### src/rtl/assert_macros.svh
// Assertion macros for the access list table RTL.
// No dependencies; included by alt_back, which checks its own logic.
`ifndef ASSERT_MACROS_SVH
`define ASSERT_MACROS_SVH

// Checked only while out of reset.
`define ALT_ASSERT(lbl, clk, rst_n, prop, msg) \
    lbl: assert property (@(posedge clk) disable iff (!rst_n) prop) else $error(msg);

// Checked at every edge, reset included.
`define ALT_ASSERT_ALWAYS(lbl, clk, prop, msg) \
    lbl: assert property (@(posedge clk) prop) else $error(msg);

`endif

### src/rtl/alt_pkg.sv
// Package for the access list table: sizes, operation codes, payload types.
// No dependencies; used by every module of the block but alt_ram.
package alt_pkg;

    localparam int TABLE_ENTRIES = 512;
    localparam int ADDR_W        = (TABLE_ENTRIES > 1) ? $clog2(TABLE_ENTRIES) : 1;
    localparam logic [ADDR_W-1:0] LAST_ADDR = ADDR_W'(TABLE_ENTRIES - 1);

    localparam int ID_W    = 56;
    localparam int RELAY_W = 8;
    localparam int FUNC_W  = 3;

    // func codes on the input channel
    localparam logic [FUNC_W-1:0] FUNC_AUTH   = 3'd0;
    localparam logic [FUNC_W-1:0] FUNC_ADD    = 3'd1;
    localparam logic [FUNC_W-1:0] FUNC_REMOVE = 3'd2;
    localparam logic [FUNC_W-1:0] FUNC_CLEAR  = 3'd3;
    localparam logic [FUNC_W-1:0] FUNC_GET    = 3'd4;

    localparam logic [RELAY_W-1:0] RELAY_FIRST  = 8'd1;
    localparam logic [RELAY_W-1:0] RELAY_SECOND = 8'd2;

    typedef struct packed {
        logic [FUNC_W-1:0]  func;
        logic [ID_W-1:0]    card_id;
        logic [RELAY_W-1:0] relay_select;
        logic               allow_first;
        logic               allow_second;
    } t_in;

    typedef struct packed {
        logic ok;
        logic first_bit;
        logic second_bit;
    } t_out;

    // Decoded operation; OP_NONE covers unused codes and a zero card id on any operation but clear.
    typedef enum logic [2:0] {
        OP_AUTH,
        OP_ADD,
        OP_REMOVE,
        OP_CLEAR,
        OP_GET,
        OP_NONE
    } t_op;

    typedef struct packed {
        t_op                op;
        logic [ID_W-1:0]    card_id;
        logic [RELAY_W-1:0] relay_select;
        logic               allow_first;
        logic               allow_second;
    } t_cmd;

    typedef struct packed {
        logic            valid;
        logic [ID_W-1:0] card_id;
        logic            perm_first;
        logic            perm_second;
    } t_entry;

    typedef enum logic [1:0] {
        S_IDLE,
        S_CLEAR,
        S_SCAN,
        S_DONE
    } t_state;

endpackage

### src/rtl/alt_front.sv
// Front end: accepts operations, decodes them and queues them for the back end.
// Depends on alt_pkg.
module alt_front (
    input  logic          i_clk,
    input  logic          i_rst_n,
    input  logic          i_in_valid,
    output logic          o_in_stall,
    input  alt_pkg::t_in  i_in_data,
    output logic          o_q_valid,
    output alt_pkg::t_cmd o_q_cmd,
    input  logic          i_pop
);
    import alt_pkg::*;

    t_cmd       dec_cmd;
    t_cmd       r_mem [2];
    logic       r_wp, n_wp;
    logic       r_rp, n_rp;
    logic [1:0] r_cnt, n_cnt;
    logic       push;

    always_comb begin
        dec_cmd.card_id      = i_in_data.card_id;
        dec_cmd.relay_select = i_in_data.relay_select;
        dec_cmd.allow_first  = i_in_data.allow_first;
        dec_cmd.allow_second = i_in_data.allow_second;
        case (i_in_data.func)
            FUNC_AUTH:   dec_cmd.op = OP_AUTH;
            FUNC_ADD:    dec_cmd.op = OP_ADD;
            FUNC_REMOVE: dec_cmd.op = OP_REMOVE;
            FUNC_CLEAR:  dec_cmd.op = OP_CLEAR;
            FUNC_GET:    dec_cmd.op = OP_GET;
            default:     dec_cmd.op = OP_NONE;
        endcase
        // zero id is rejected by every lookup operation
        if (i_in_data.card_id == '0 && dec_cmd.op != OP_CLEAR) begin
            dec_cmd.op = OP_NONE;
        end
    end

    assign o_in_stall = (r_cnt == 2'd2);
    assign push       = i_in_valid && !o_in_stall;
    assign o_q_valid  = (r_cnt != 2'd0);
    assign o_q_cmd    = r_mem[r_rp];

    always_comb begin
        n_wp  = push  ? ~r_wp : r_wp;
        n_rp  = i_pop ? ~r_rp : r_rp;
        n_cnt = r_cnt + 2'(push) - 2'(i_pop);
    end

    always_ff @(posedge i_clk) begin
        if (push) begin
            r_mem[r_wp] <= dec_cmd;
        end
    end

    always_ff @(posedge i_clk) begin
        if (!i_rst_n) begin
            r_wp  <= 1'b0;
            r_rp  <= 1'b0;
            r_cnt <= 2'd0;
        end else begin
            r_wp  <= n_wp;
            r_rp  <= n_rp;
            r_cnt <= n_cnt;
        end
    end

endmodule

### config.mk
export PLATFORM = sky130hd
export DESIGN_NAME = alt_front
export DESIGN_NICKNAME = d
export VERILOG_FILES = /design/src/rtl/assert_macros.svh /design/src/rtl/alt_pkg.sv /design/src/rtl/alt_front.sv
export SDC_FILE = /design/constraint.sdc
export NUM_CORES = 1
export LEC_CHECK = 0
export BUFFER_PORTS_ARGS = -buffer_cell sky130_fd_sc_hd__buf_2
export CORE_ASPECT_RATIO = 0.5
export CORE_MARGIN = 2
export CORE_UTILIZATION = 52
export DETAILED_ROUTE_END_ITERATION = 8
export GPL_TIMING_DRIVEN = 0
export PLACE_DENSITY = 0.78
export SYNTH_ARGS = -nofsm -noshare
export SYNTH_HDL_FRONTEND = slang
export SYNTH_SLANG_ARGS = --single-unit
### constraint.sdc
create_clock -name i_clk -period 6.4 [get_ports i_clk]
set_clock_uncertainty 0.05 [all_clocks]
set_input_delay 1.6 -clock i_clk [delete_from_list [all_inputs] [get_ports i_clk]]
set_output_delay 1.6 -clock i_clk [all_outputs]
set_load 0.02 [all_outputs]
==> results.cfg <==
[die]
ios = 144
start_util_pct = 53.0
design.core.area_mm2 = 0.0101
die_area_mm2 = 0.0112
std_cell_rows = 26
die_y_um = 75.8
die_w_um = 148

[clock_network]
cts_tree = built
clock_sinks = 143
cts_max_path_buffers = 2
clk_latency_ns = 0.40
ctsHoldBuffers = 0
cts-buffers-inserted = 17
clkTransAtPathRegs_ns = 0.06
cts_root_buf = clkbuf_16
cts_resized = 0
post-cts-setup-buffers = 0
htree_levels = 4

[grt]
grt_util_all_layers_pct = 18.8
grt_overflow = 0
grt_start_max_net_pins = 41
grt_pass1_wl_mm = 15.2
grt_antenna_before_repair = 0
first_global_vias = 2943

[synthesis]
ys_ff_latch = 143
synthTopCellsByArea = edfxtp_1, mux2_2, dfxtp_1
syn-num-nets = 340
post-synth-top-count-cell = edfxtp_1
synth_top_area_cell = edfxtp_1
synth_top_area_share_pct = 77.3
async_flop_share_pct = 0
synth.distinct_cells = 27
synth_ff_type = edfxtp_1
syn_avg_cell_area_um2 = 20.2
syn_area_mm2 = 0.00536
yosysWarnings = 0
syn-instance-count = 265
synth_edf_count = 138
ys_seq_area_share_pct = 79.1
ys_top_cells_by_count = edfxtp_1, mux2_2, nor4_1

[timing]
whs_ns = 0.545
rsz0062_at_grt = no
setup_violations = 0
drv_slew = 0
period_needed_ns = 3.82
max_freq_mhz = 262
fin_crit_sh_pct = 59.7
fin_ws_ns = 2.58
tns_ns = 0
max_slew.worst_pin.slew_ns = 0.695
maxSlewHeadroom_pct = 53.5
hold_viol_final = 0

[setup_path]
worstPathRequired_ns = 4.75
critPathArrivalTime_ns = 2.17
crit_path_end_kind = output port
critPathKind = reg -> out
cp_max_fo = 10
critPathLaunchType = flop

[finish]
n_antenna_cell = 0
fin_nets = 505
drive_above_1_share_pct = 57.1
syn_to_final_growth_pct = 29.6
fin_cells = 583
fin_util_pct = 68.7

[routing]
drt-total-wl_mm = 10.3
vias = 2944
drtIter0Drc = 132
viasPerCell = 5.05
wl_per_cell_um = 17.6
ant_nets = 0
drtPass1Iterations = 4
drc = 0

[power_and_ir_drop]
p_leak_nw = 2.59
peakVddDrop_mv = 0.257
p_per_area_mw_per_mm2 = 397

[run]
cap_violations = 0

[placement]
place_ws_ns = 2.94
routabilityCongestion = 0.735
io_buffers = 143
placedCellCount = 551
hpwl_mm = 6.95

[outcome]
status = complete, no violations

[worst_hold_path]
min_path_type = reg -> reg
## metal layers
layer	vias up	part of all wire, %	track usage, %
met1	1459	40	21.2
li1	1397	-	-
met4	0	1.3	8.87
met5	-	0	0
met3	14	4.1	4.91
met2	74	54	35.0
## state kept, by name (all words and copies together), names as in the netlist, named ones only
name   count
r_rp       1
r_wp       1
r_cnt      2
r_mem    138
## path summary, 6_finish.rpt
path / start / slack, ns / cells after the start / endpoint
setup / recovery: flop / 2.58 / 5 / o_q_cmd[60]
hold reg to reg: r_cnt[0] / 0.55 / 2 / r_cnt[0]
hold / removal: r_cnt[0] / 0.55 / 2 / r_cnt[0]
setup reg to reg: r_cnt[0] / 4.34 / 5 / r_mem[0][11]
## logic make-up after synthesis
kind of cell	Yosys count	synth area share, %
AOI/OAI and AO/OA	5	0.910
DFF	143	79.1
adders and majority gates	2	0.467
and+or+nand+nor	31	3.52
xor gates and xnor gates	4	0.653
buffers and inverters	11	0.817
muxes	69	14.5
## worst max-delay path, cell delays in order, from the launching register on
cell and delay, ns:
dfxtp_1 0.30, clkbuf_1 0.28, buf_2 0.33, buf_2 0.32, mux2_2 0.38, buf_2 0.16
## area by class of cell
type,count,area (µm²)
inverter,3,11.3
fill,685,3170
tap,140,175
clock buffer,17,425
multi-input combinational,111,1090
buffer,8,32.5
sequential,143,4240
timing repair buffer,146,783
clock inverter,15,191
## where the power goes
part           internal, mW  total (mW)  switching [mW]
registers              1.20        1.23          0.0346
clock network         0.650        1.02           0.366
logic                 0.196       0.509           0.313
total                  2.04        2.76           0.714
## stage by stage
step / total power [mW] / cell area [µm²]
6_report: 2.76 / 6950
5_1_grt: 2.86 / 6950
4_1_cts: 2.78 / 6950
3_5_place_dp: 1.76 / 6330
3_3_place_gp: 1.74 / 6250
2_1_floorplan: 1.57 / 5360
## placed cells by master, fill, tap and decap left out, types with 4 or more instances in the layout
cell       instances
edfxtp_1         138
mux2_2            69
nor4_1            10
and2_1             5
clkbuf_16         17
bufinv_16          4
buf_2            145
clkbuf_1           4
dfxtp_1            5
No activity file was read; power rests on OpenSTA's default activity.
